`config.mk`:
```
export PLATFORM = sky130hd
export DESIGN_NAME = toy_rsa_pixel_cipher_flat
export DESIGN_NICKNAME = d
export VERILOG_FILES = /design/src/rtl/core/trpc_pkg.sv /design/src/rtl/core/trpc_if.sv /design/src/rtl/core/trpc_div.sv /design/src/rtl/core/trpc_ctrl.sv /design/src/rtl/core/toy_rsa_pixel_cipher.sv /design/src/flat_wrapper.sv
export SDC_FILE = /design/constraint.sdc
export NUM_CORES = 2
export LEC_CHECK = 0
export BUFFER_PORTS_ARGS = -buffer_cell sky130_fd_sc_hd__clkbuf_2
export CORE_UTILIZATION = 46
export CTS_BUF_LIST = sky130_fd_sc_hd__clkbuf_4 sky130_fd_sc_hd__clkbuf_8
export CTS_CLUSTER_DIAMETER = 100
export DETAILED_ROUTE_END_ITERATION = 10
export SLEW_MARGIN = 5
export SYNTH_ARGS = -nofsm -noshare
export SYNTH_HDL_FRONTEND = slang
export SYNTH_SLANG_ARGS = --single-unit
```
`constraint.sdc`:
```
create_clock -name clk -period 9.6 [get_ports clk]
set_clock_uncertainty 0.1 [all_clocks]
set_input_delay 0.48 -clock clk [delete_from_list [all_inputs] [get_ports clk]]
set_output_delay 0.48 -clock clk [all_outputs]
set_load 0.01 [all_outputs]
```
`src/rtl/core/trpc_pkg.sv`:
```
package trpc_pkg;

	localparam int unsigned PIX_W     = 16;
	localparam int unsigned IDX_W     = 18;
	localparam int unsigned PRIME_W   = 8;
	localparam int unsigned ROW_WIDTH = 512;
	localparam int unsigned OFS_W     = 10;
	localparam int unsigned DVD_W     = 32;
	localparam int unsigned DVS_W     = 16;
	localparam int unsigned ACC_W     = 24;
	localparam int unsigned TRIAL_W   = 9;

	localparam logic [1:0] STS_OK        = 2'd0;
	localparam logic [1:0] STS_BAD_PRIME = 2'd1;
	localparam logic [1:0] STS_NO_KEY    = 2'd2;

	localparam logic CFG_PRIME_ONE = 1'b0;
	localparam logic CFG_PRIME_TWO = 1'b1;

	localparam logic OP_ENC = 1'b0;

	typedef enum logic [4:0] {
		S_IDLE,
		S_KEY_P,
		S_KEY_Q,
		S_PT_INIT,
		S_PT_CHK,
		S_PT_WAIT,
		S_PT_RET,
		S_KEY_NT,
		S_E_CHK,
		S_E_WAIT,
		S_D_ADD,
		S_D_GO,
		S_D_WAIT,
		S_KEY_END,
		S_ITEM,
		S_BASE_WAIT,
		S_EXP,
		S_MUL_WAIT,
		S_SQR,
		S_SQR_WAIT,
		S_OUT
	} state_t;

	typedef enum logic [1:0] {
		PT_P,
		PT_Q,
		PT_E
	} ptsel_t;

	typedef struct packed {
		logic             start;
		logic [DVD_W-1:0] dividend;
		logic [DVS_W-1:0] divisor;
	} div_req_t;

	typedef struct packed {
		logic             done;
		logic [DVD_W-1:0] quot;
		logic [DVS_W-1:0] rem;
	} div_rsp_t;

	typedef struct packed {
		logic             valid;
		logic [PIX_W-1:0] value;
		logic [1:0]       status;
	} res_t;

endpackage

```
`src/rtl/core/trpc_if.sv`:
```
interface trpc_in_if;
	logic        valid;
	logic        ready;
	logic        opcode;
	logic [15:0] pixel_value;
	logic [17:0] pixel_index;

	modport source (output valid, opcode, pixel_value, pixel_index, input ready);
	modport sink (input valid, opcode, pixel_value, pixel_index, output ready);
endinterface

interface trpc_out_if;
	logic        valid;
	logic        ready;
	logic [15:0] result_value;
	logic [1:0]  status;

	modport source (output valid, result_value, status, input ready);
	modport sink (input valid, result_value, status, output ready);
endinterface

```
`src/rtl/core/trpc_div.sv`:
```
// restoring divider, one quotient bit per cycle; quotient shifts into the dividend register
module trpc_div (
	input  logic                clk,
	input  logic                arst_n,
	input  trpc_pkg::div_req_t  req,
	output trpc_pkg::div_rsp_t  rsp
);

	localparam int unsigned CNT_W = $clog2(trpc_pkg::DVD_W);

	logic                        busy_q;
	logic                        done_q;
	logic [CNT_W-1:0]            cnt_q;
	logic [trpc_pkg::DVD_W-1:0]  dvd_q;
	logic [trpc_pkg::DVS_W-1:0]  dvs_q;
	logic [trpc_pkg::DVS_W-1:0]  rem_q;
	logic [trpc_pkg::DVS_W:0]    trial;
	logic                        fits;

	assign trial = {rem_q, dvd_q[trpc_pkg::DVD_W-1]};
	assign fits  = trial >= {1'b0, dvs_q};

	always_ff @(posedge clk or negedge arst_n) begin
		if (!arst_n) begin
			busy_q <= 1'b0;
			done_q <= 1'b0;
			cnt_q  <= '0;
		end else begin
			done_q <= 1'b0;
			if (req.start) begin
				busy_q <= 1'b1;
				cnt_q  <= '0;
			end else if (busy_q) begin
				cnt_q <= cnt_q + 1'b1;
				if (cnt_q == CNT_W'(trpc_pkg::DVD_W - 1)) begin
					busy_q <= 1'b0;
					done_q <= 1'b1;
				end
			end
		end
	end

	always_ff @(posedge clk) begin
		if (req.start) begin
			dvd_q <= req.dividend;
			dvs_q <= req.divisor;
			rem_q <= '0;
		end else if (busy_q) begin
			dvd_q <= {dvd_q[trpc_pkg::DVD_W-2:0], fits};
			rem_q <= fits ? trpc_pkg::DVS_W'(trial - {1'b0, dvs_q})
			              : trial[trpc_pkg::DVS_W-1:0];
		end
	end

	assign rsp.done = done_q;
	assign rsp.quot = dvd_q;
	assign rsp.rem  = rem_q;

endmodule

```
`src/rtl/core/trpc_ctrl.sv`:
```
// sequencer: derives the key pair once per configuration, then square-and-multiply
module trpc_ctrl (
	input  logic                              clk,
	input  logic                              arst_n,
	input  logic                              cfg_we,
	input  logic [trpc_pkg::PRIME_W-1:0]      prime_one,
	input  logic [trpc_pkg::PRIME_W-1:0]      prime_two,
	trpc_in_if.sink                           in_ch,
	input  logic                              out_free,
	output trpc_pkg::res_t                    res,
	output trpc_pkg::div_req_t                div_req,
	input  trpc_pkg::div_rsp_t                div_rsp
);

	trpc_pkg::state_t state_q, state_d;
	trpc_pkg::ptsel_t ptsel_q;

	logic                          keys_valid_q;
	logic [1:0]                    status_q;
	logic [trpc_pkg::DVS_W-1:0]    n_q, t_q, e_q, d_q, cand_q, ptv_q;
	logic [trpc_pkg::TRIAL_W-1:0]  trial_q;
	logic                          pass_q;
	logic [trpc_pkg::ACC_W-1:0]    acc_q;
	logic                          op_q;
	logic [trpc_pkg::PIX_W-1:0]    r_q, base_q, expo_q;
	logic [trpc_pkg::OFS_W-1:0]    ofs_q;

	logic [2*trpc_pkg::TRIAL_W-1:0] trial_sq;
	logic                           accept;
	logic [trpc_pkg::OFS_W-1:0]     ofs_in;

	assign trial_sq = {{trpc_pkg::TRIAL_W{1'b0}}, trial_q}
	                * {{trpc_pkg::TRIAL_W{1'b0}}, trial_q};
	assign accept   = in_ch.valid && in_ch.ready;
	assign ofs_in   = trpc_pkg::OFS_W'(in_ch.pixel_index / trpc_pkg::ROW_WIDTH)
	                + trpc_pkg::OFS_W'(in_ch.pixel_index % trpc_pkg::ROW_WIDTH);

	always_comb begin
		state_d = state_q;
		case (state_q)
			trpc_pkg::S_IDLE:
				if (in_ch.valid) state_d = keys_valid_q ? trpc_pkg::S_ITEM : trpc_pkg::S_KEY_P;
			trpc_pkg::S_KEY_P:   state_d = trpc_pkg::S_PT_INIT;
			trpc_pkg::S_KEY_Q:   state_d = trpc_pkg::S_PT_INIT;
			trpc_pkg::S_PT_INIT:
				state_d = (ptv_q < 16'd2) ? trpc_pkg::S_PT_RET : trpc_pkg::S_PT_CHK;
			trpc_pkg::S_PT_CHK:
				state_d = ({2'b0, trial_sq} > ptv_q) ? trpc_pkg::S_PT_RET
				                                     : trpc_pkg::S_PT_WAIT;
			trpc_pkg::S_PT_WAIT: begin
				if (div_rsp.done)
					state_d = (div_rsp.rem == '0) ? trpc_pkg::S_PT_RET : trpc_pkg::S_PT_CHK;
			end
			trpc_pkg::S_PT_RET: begin
				case (ptsel_q)
					trpc_pkg::PT_P: state_d = pass_q ? trpc_pkg::S_KEY_Q : trpc_pkg::S_KEY_END;
					trpc_pkg::PT_Q: state_d = pass_q ? trpc_pkg::S_KEY_NT : trpc_pkg::S_KEY_END;
					default:        state_d = pass_q ? trpc_pkg::S_D_ADD : trpc_pkg::S_E_CHK;
				endcase
			end
			trpc_pkg::S_KEY_NT:  state_d = trpc_pkg::S_E_CHK;
			trpc_pkg::S_E_CHK:
				state_d = (cand_q >= t_q) ? trpc_pkg::S_KEY_END : trpc_pkg::S_E_WAIT;
			trpc_pkg::S_E_WAIT: begin
				if (div_rsp.done) begin
					if (div_rsp.rem == '0 || cand_q == {8'd0, prime_one}
					    || cand_q == {8'd0, prime_two})
						state_d = trpc_pkg::S_E_CHK;
					else
						state_d = trpc_pkg::S_PT_INIT;
				end
			end
			trpc_pkg::S_D_ADD:   state_d = trpc_pkg::S_D_GO;
			trpc_pkg::S_D_GO:    state_d = trpc_pkg::S_D_WAIT;
			trpc_pkg::S_D_WAIT: begin
				if (div_rsp.done)
					state_d = (div_rsp.rem == '0) ? trpc_pkg::S_KEY_END : trpc_pkg::S_D_ADD;
			end
			trpc_pkg::S_KEY_END: state_d = trpc_pkg::S_ITEM;
			trpc_pkg::S_ITEM:
				state_d = (status_q != trpc_pkg::STS_OK) ? trpc_pkg::S_OUT
				                                         : trpc_pkg::S_BASE_WAIT;
			trpc_pkg::S_BASE_WAIT: if (div_rsp.done) state_d = trpc_pkg::S_EXP;
			trpc_pkg::S_EXP: begin
				if (expo_q == '0)  state_d = trpc_pkg::S_OUT;
				else if (expo_q[0]) state_d = trpc_pkg::S_MUL_WAIT;
				else                state_d = trpc_pkg::S_SQR;
			end
			trpc_pkg::S_MUL_WAIT: if (div_rsp.done) state_d = trpc_pkg::S_SQR;
			trpc_pkg::S_SQR:      state_d = trpc_pkg::S_SQR_WAIT;
			trpc_pkg::S_SQR_WAIT: if (div_rsp.done) state_d = trpc_pkg::S_EXP;
			trpc_pkg::S_OUT:      if (out_free) state_d = trpc_pkg::S_IDLE;
			default:              state_d = trpc_pkg::S_IDLE;
		endcase
	end

	always_comb begin
		in_ch.ready      = state_q == trpc_pkg::S_IDLE;
		div_req.start    = 1'b0;
		div_req.dividend = '0;
		div_req.divisor  = n_q;
		res.valid        = 1'b0;
		res.status       = status_q;
		if (status_q != trpc_pkg::STS_OK)
			res.value = '0;
		else if (op_q == trpc_pkg::OP_ENC)
			res.value = r_q;
		else
			res.value = r_q - {6'd0, ofs_q};
		case (state_q)
			trpc_pkg::S_PT_CHK: begin
				div_req.start    = !({2'b0, trial_sq} > ptv_q);
				div_req.dividend = {16'd0, ptv_q};
				div_req.divisor  = {7'd0, trial_q};
			end
			trpc_pkg::S_E_CHK: begin
				div_req.start    = cand_q < t_q;
				div_req.dividend = {16'd0, t_q};
				div_req.divisor  = cand_q;
			end
			trpc_pkg::S_D_GO: begin
				div_req.start    = 1'b1;
				div_req.dividend = {8'd0, acc_q};
				div_req.divisor  = cand_q;
			end
			trpc_pkg::S_ITEM: begin
				div_req.start    = status_q == trpc_pkg::STS_OK;
				div_req.dividend = {16'd0, base_q};
			end
			trpc_pkg::S_EXP: begin
				div_req.start    = expo_q[0];
				div_req.dividend = trpc_pkg::DVD_W'(r_q) * trpc_pkg::DVD_W'(base_q);
			end
			trpc_pkg::S_SQR: begin
				div_req.start    = 1'b1;
				div_req.dividend = trpc_pkg::DVD_W'(base_q) * trpc_pkg::DVD_W'(base_q);
			end
			trpc_pkg::S_OUT: res.valid = out_free;
			default: ;
		endcase
	end

	always_ff @(posedge clk or negedge arst_n) begin
		if (!arst_n) begin
			state_q      <= trpc_pkg::S_IDLE;
			keys_valid_q <= 1'b0;
		end else begin
			state_q <= state_d;
			if (cfg_we)
				keys_valid_q <= 1'b0;
			else if (state_q == trpc_pkg::S_KEY_END)
				keys_valid_q <= 1'b1;
		end
	end

	always_ff @(posedge clk) begin
		if (accept) begin
			op_q   <= in_ch.opcode;
			ofs_q  <= ofs_in;
			base_q <= (in_ch.opcode == trpc_pkg::OP_ENC)
			          ? in_ch.pixel_value + {6'd0, ofs_in} : in_ch.pixel_value;
		end
		case (state_q)
			trpc_pkg::S_KEY_P: begin
				status_q <= trpc_pkg::STS_BAD_PRIME;
				n_q      <= '0;
				ptv_q    <= {8'd0, prime_one};
				ptsel_q  <= trpc_pkg::PT_P;
			end
			trpc_pkg::S_KEY_Q: begin
				ptv_q   <= {8'd0, prime_two};
				ptsel_q <= trpc_pkg::PT_Q;
			end
			trpc_pkg::S_PT_INIT: begin
				trial_q <= trpc_pkg::TRIAL_W'(2);
				pass_q  <= 1'b0;
			end
			trpc_pkg::S_PT_CHK:
				if ({2'b0, trial_sq} > ptv_q) pass_q <= 1'b1;
			trpc_pkg::S_PT_WAIT:
				if (div_rsp.done) trial_q <= trial_q + 1'b1;
			trpc_pkg::S_PT_RET: begin
				acc_q <= trpc_pkg::ACC_W'(1);
				if (ptsel_q == trpc_pkg::PT_E && !pass_q) cand_q <= cand_q + 1'b1;
			end
			trpc_pkg::S_KEY_NT: begin
				n_q      <= trpc_pkg::DVS_W'(prime_one) * trpc_pkg::DVS_W'(prime_two);
				t_q      <= trpc_pkg::DVS_W'(prime_one - 1'b1)
				          * trpc_pkg::DVS_W'(prime_two - 1'b1);
				cand_q   <= 16'd2;
				status_q <= trpc_pkg::STS_NO_KEY;
			end
			trpc_pkg::S_E_WAIT: begin
				if (div_rsp.done) begin
					if (div_rsp.rem == '0 || cand_q == {8'd0, prime_one}
					    || cand_q == {8'd0, prime_two}) begin
						cand_q <= cand_q + 1'b1;
					end else begin
						ptv_q   <= cand_q;
						ptsel_q <= trpc_pkg::PT_E;
					end
				end
			end
			trpc_pkg::S_D_ADD: acc_q <= acc_q + {8'd0, t_q};
			trpc_pkg::S_D_WAIT: begin
				if (div_rsp.done && div_rsp.rem == '0) begin
					e_q      <= cand_q;
					d_q      <= div_rsp.quot[trpc_pkg::DVS_W-1:0];
					status_q <= trpc_pkg::STS_OK;
				end
			end
			trpc_pkg::S_BASE_WAIT: begin
				if (div_rsp.done) begin
					base_q <= div_rsp.rem;
					r_q    <= 16'd1;
					expo_q <= (op_q == trpc_pkg::OP_ENC) ? e_q : d_q;
				end
			end
			trpc_pkg::S_MUL_WAIT:
				if (div_rsp.done) r_q <= div_rsp.rem;
			trpc_pkg::S_SQR_WAIT: begin
				if (div_rsp.done) begin
					base_q <= div_rsp.rem;
					expo_q <= expo_q >> 1;
				end
			end
			default: ;
		endcase
	end

endmodule

```
`src/rtl/core/toy_rsa_pixel_cipher.sv`:
```
// Path from accept to out_ch.valid: reducing the base, then per exponent bit a squaring and
// per set bit a multiply, each modular step being one pass of the shared 32-bit serial divider.
// Encrypt uses the small e; decrypt uses a 16-bit d.
// After a prime is written, the next word first rederives the key pair on the same divider,
// stopping early on a bad prime. One word at a time.
// Reset clears both primes to zero (status 1 until valid primes are written).
module toy_rsa_pixel_cipher (
	input  logic                          clk,
	input  logic                          arst_n,
	input  logic                          cfg_we,
	input  logic                          cfg_index,
	input  logic [trpc_pkg::PRIME_W-1:0]  cfg_data,
	trpc_in_if.sink                       in_ch,
	trpc_out_if.source                    out_ch
);

	logic [trpc_pkg::PRIME_W-1:0] prime_one_q, prime_two_q;
	logic                         out_valid_q;
	logic [trpc_pkg::PIX_W-1:0]   out_value_q;
	logic [1:0]                   out_status_q;
	logic                         out_free;

	trpc_pkg::res_t     res;
	trpc_pkg::div_req_t div_req;
	trpc_pkg::div_rsp_t div_rsp;

	assign out_free = !out_valid_q || out_ch.ready;

	always_ff @(posedge clk or negedge arst_n) begin
		if (!arst_n) begin
			prime_one_q <= '0;
			prime_two_q <= '0;
			out_valid_q <= 1'b0;
		end else begin
			if (cfg_we && cfg_index == trpc_pkg::CFG_PRIME_ONE) prime_one_q <= cfg_data;
			if (cfg_we && cfg_index == trpc_pkg::CFG_PRIME_TWO) prime_two_q <= cfg_data;
			if (res.valid)
				out_valid_q <= 1'b1;
			else if (out_ch.ready)
				out_valid_q <= 1'b0;
		end
	end

	always_ff @(posedge clk) begin
		if (res.valid) begin
			out_value_q  <= res.value;
			out_status_q <= res.status;
		end
	end

	assign out_ch.valid        = out_valid_q;
	assign out_ch.result_value = out_value_q;
	assign out_ch.status       = out_status_q;

	trpc_ctrl u_ctrl (
		.clk       (clk),
		.arst_n    (arst_n),
		.cfg_we    (cfg_we),
		.prime_one (prime_one_q),
		.prime_two (prime_two_q),
		.in_ch     (in_ch),
		.out_free  (out_free),
		.res       (res),
		.div_req   (div_req),
		.div_rsp   (div_rsp)
	);

	trpc_div u_div (
		.clk    (clk),
		.arst_n (arst_n),
		.req    (div_req),
		.rsp    (div_rsp)
	);

endmodule
```
`src/flat_wrapper.sv`:
```
// flat-port wrapper written by rule: the top's interface ports become plain ports
module toy_rsa_pixel_cipher_flat 
  (clk, arst_n, cfg_we, cfg_index, cfg_data, in_ch_valid, in_ch_opcode, in_ch_pixel_value, in_ch_pixel_index, in_ch_ready, out_ch_valid, out_ch_result_value, out_ch_status, out_ch_ready);
  trpc_in_if in_ch_i ();
  trpc_out_if out_ch_i ();
  input  logic clk;
  input  logic arst_n;
  input  logic cfg_we;
  input  logic cfg_index;
  input  logic [trpc_pkg::PRIME_W-1:0] cfg_data;
  input wire logic [$bits(in_ch_i.valid)-1:0] in_ch_valid;
  input wire logic [$bits(in_ch_i.opcode)-1:0] in_ch_opcode;
  input wire logic [$bits(in_ch_i.pixel_value)-1:0] in_ch_pixel_value;
  input wire logic [$bits(in_ch_i.pixel_index)-1:0] in_ch_pixel_index;
  output wire logic [$bits(in_ch_i.ready)-1:0] in_ch_ready;
  output wire logic [$bits(out_ch_i.valid)-1:0] out_ch_valid;
  output wire logic [$bits(out_ch_i.result_value)-1:0] out_ch_result_value;
  output wire logic [$bits(out_ch_i.status)-1:0] out_ch_status;
  input wire logic [$bits(out_ch_i.ready)-1:0] out_ch_ready;
  assign in_ch_i.valid = in_ch_valid;
  assign in_ch_i.opcode = in_ch_opcode;
  assign in_ch_i.pixel_value = in_ch_pixel_value;
  assign in_ch_i.pixel_index = in_ch_pixel_index;
  assign in_ch_ready = in_ch_i.ready;
  assign out_ch_valid = out_ch_i.valid;
  assign out_ch_result_value = out_ch_i.result_value;
  assign out_ch_status = out_ch_i.status;
  assign out_ch_i.ready = out_ch_ready;
  toy_rsa_pixel_cipher u_core (.clk(clk), .arst_n(arst_n), .cfg_we(cfg_we), .cfg_index(cfg_index), .cfg_data(cfg_data), .in_ch(in_ch_i), .out_ch(out_ch_i));
endmodule
```
==> run_results.csv <==
group,metric,value,unit
floorplanning,die_area,0.0880,mm^2
floorplanning,initial_core_util,46.7,%
sta,rsz0062_at_grt,"no",
grt,grt_pass1_wl,172000,um
worst_setup_path,reg2reg_slack,1860,ps
sta,fin_tns_setup,0,ps
worst_setup_path,crit_end,"u_core.u_div.dvd_q[24]$_DFFE_PP_",
yosys,synth-seq-cells,305,
worst_setup_path,critPathKind,"flop to flop",
routing,drtAntennaViolNets,0,
yosys,synth-seq-area-share,21.8,%
clock_network,cts_buffer_depth,3,
clock_network,cts_max_level,2,
worst_setup_path,reg2reg_to,"u_core.u_div.dvd_q[24]$_DFFE_PP_",
floorplanning,core-area,0.0855,mm^2
layout,fin_nets,5262,
place,gp_congestion,0.916,
sta,hold_viol,0,
flow_run,maxCapViolCount,0,
clock_network,path_clk_slew,70,ps
place,hpwl,85000,um
worst_hold_path,hold_class,"input pin to flop",
clock_network,cts_sinks,305,
worst_setup_path,rr_worst_depth,25,
floorplanning,fp.dieH,297,um
clock_network,cts_resized,0,
worst_setup_path,setup.worst_path.start,"u_core.u_ctrl.trial_q[6]$_SDFFCE_PN0P_",
worst_setup_path,end_kind,"flop",
worst_setup_path,critPathMaxFanout,67,
yosys,synth_area,0.0399,mm^2
layout,drive_gt1_share,6.57,%
clock_network,cts_made_buffers,51,
yosys,synth_edf_count,243,
routing,vias,29865,
worst_setup_path,setup.worst_path.start_class,"flop",
grt,grt_pass1_vias,30052,
routing,vias_per_cell,5.43,
sta,setup_viol,0,
floorplanning,die_x,297,um
clock_network,cts_tree,"yes",
yosys,async_flop_share,9.84,%
layout,syn_to_final_growth,6.63,%
sta,worst_pin_slew,1190,ps
routing,drt_wl_total,110000,um
routing,dr.pass1.iters,5,
place,io_buffers,68,
yosys,ys.flop_type,"edfxtp_1",
clock_network,hold_buffers,11,
routing,drc,0,
clock_network,clk_latency,660,ps
yosys,synth.net_count,5265,
yosys,syn_inst,4317,
yosys,syn_area_per_cell,9.25,um^2
routing,routedWlPerCell,19.9,um
sta,period_minus_slack,7740,ps
layout,reg_top3,"u_core.u_div.dvd_q (32), u_core.u_ctrl.acc_q (24)",
grt,grt_max_degree,68,
worst_setup_path,rr_startpoint,"u_core.u_ctrl.trial_q[6]$_SDFFCE_PN0P_",
floorplanning,core.rowCount,107,
layout,largest_reg_flops,32,
layout,post-route-util,49.8,%
yosys,synth.distinct_cells,93,
sta,maxSlewViolCount,0,
layout,num_antenna_cells,0,
grt,grt_antenna_before_repair,0,
layout,largest_register,"u_core.u_div.dvd_q",
grt,grt_remaining_overflow,0,
yosys,yosys_warnings,0,
floorplanning,ioPinCount,69,
sta,fmax,129,MHz
sta,slew_headroom,20.8,%
clock_network,postCtsSetupBuffers,0,
run_status,run_status,"finished clean",
worst_setup_path,required,9900,ps
worst_setup_path,crit_arrival,8040,ps
sta,fin_crit_sh,80.6,%
grt,grt_usage,25.5,%
clock_network,root_buffer,"clkbuf_8",
routing,drtIter0Drc,1973,
how the worst min path moves through the flow:
| stage | slack [ps] | from | to | cells past startpoint |
|---|---|---|---|---|
| 6_report | 100 | in_ch_pixel_value[15] | u_core.u_ctrl.base_q[15]$_DFF_P_ | 3 |
| 5_1_grt | 110 | in_ch_pixel_index[9] | u_core.u_ctrl.ofs_q[0]$_DFFE_PP_ | 2 |
| 4_1_cts | 60 | in_ch_pixel_value[15] | u_core.u_ctrl.base_q[15]$_DFF_P_ | 3 |
| 3_5_place_dp | 340 | u_core.u_div.dvd_q[7]$_DFFE_PP_ | u_core.u_ctrl.d_q[7]$_DFFE_PP_ | 0 |
| 3_3_place_gp | 340 | u_core.u_div.dvd_q[7]$_DFFE_PP_ | u_core.u_ctrl.d_q[7]$_DFFE_PP_ | 0 |
| 2_1_floorplan | 80 | arst_n | u_core.out_ch.valid$_DFFE_PN0P_ | 0 |
cells by family after synthesis:
logic type               Yosys count  synth area share [%]
AO/OA/AOI/OAI                    599                  9.92
XOR/XNOR                         181                  3.97
adder cells (fa/ha/maj)          899                  37.5
buffers and inverters            973                  9.29
flip-flops                       305                  21.8
multiplexers                      93                  2.50
AND/OR/NAND/NOR                 1267                  15.0
placed cells by master, fill, tap and decap left out, types with 17 or more instances in the layout:
master and instances:
nand3_1 55, nand2_1 498, a211oi_1 25, clkbuf_8 54
mux2_2 36, a31oi_1 18, o21bai_1 23, clkinv_1 27
nand4_1 32, o21ai_0 129, fa_1 497, mux2i_1 51
dfrtp_1 30, a21oi_1 147, nor2b_1 32, o211ai_1 17
and3_1 44, or2_2 19, ha_1 402, edfxtp_1 243
nor4_1 18, and2_1 173, nand2b_1 30, nor3_1 56
or3_1 34, xnor2_1 122, dfxtp_1 32, buf_4 49
clkbuf_2 68, a21o_1 44, xor2_1 59, a22oi_1 44
o21a_1 22, inv_1 774, nor2_1 241
cell usage after synthesis (all sizes together) (59+ instances only):
cell	number	area, um^2
nand2	498	1870
fa	497	9950
inv	777	2920
o21ai	136	684
edfxtp	243	7300
nor3	61	322
xor2	59	517
ha	402	5030
clkbuf	169	634
xnor2	122	1070
nor2	243	920
and2	174	1090
a21oi	149	749
area by class of cell:
type	instances	area, um^2
clock buffers	65	826
well taps	1144	1430
multi-input cells	3039	27500
inverters	787	2960
repair buffers	130	858
fillers	8025	43000
clock inverters	29	259
flip-flops and latches	305	8690
worst max-delay path, stage by stage, from the launching register on:
cell      delay [ps]
edfxtp_1         620
inv_1            230
nor2_1           300
fa_1             490
fa_1             530
fa_1             500
inv_1             50
fa_1             480
inv_1             50
ha_1             210
nor3_1           260
o211ai_1         160
a221oi_2         380
nor2b_1           80
o21ai_0          160
a21oi_1           90
ha_1             310
nand2_1           50
nor2_1           150
nand2_1           90
or3_1            340
a211o_2          400
nor3_4           220
nor2_4           110
inv_4            690
mux2_2           420
metrics by stage:
step | cell area [um^2] | hold WS, ps | cells | worst slack [ps]
final | 42600 | 98.4 | 5499 | 1860
after floorplan | 39900 | 84.4 | 4317 | 2740
after global routing | 42600 | 109 | 5499 | 1400
after CTS | 42600 | 56.2 | 5499 | 1850
after detailed placement | 41400 | 336 | 5394 | 1890
after global placement | 41400 | 340 | 5394 | 1910
layer usage:
layer / GRT usage (%) / vias to the layer above / share of wire [%]
li1: - / 14067 / -
met1: 33.9 / 14709 / 43
met2: 42.4 / 879 / 47
met3: 3.02 / 210 / 5.4
met4: 10.0 / 0 / 4.3
met5: 0 / - / 0
Power is not shown: default switching activity piles up to over one toggle a cycle in this logic, so the estimate is an artifact.
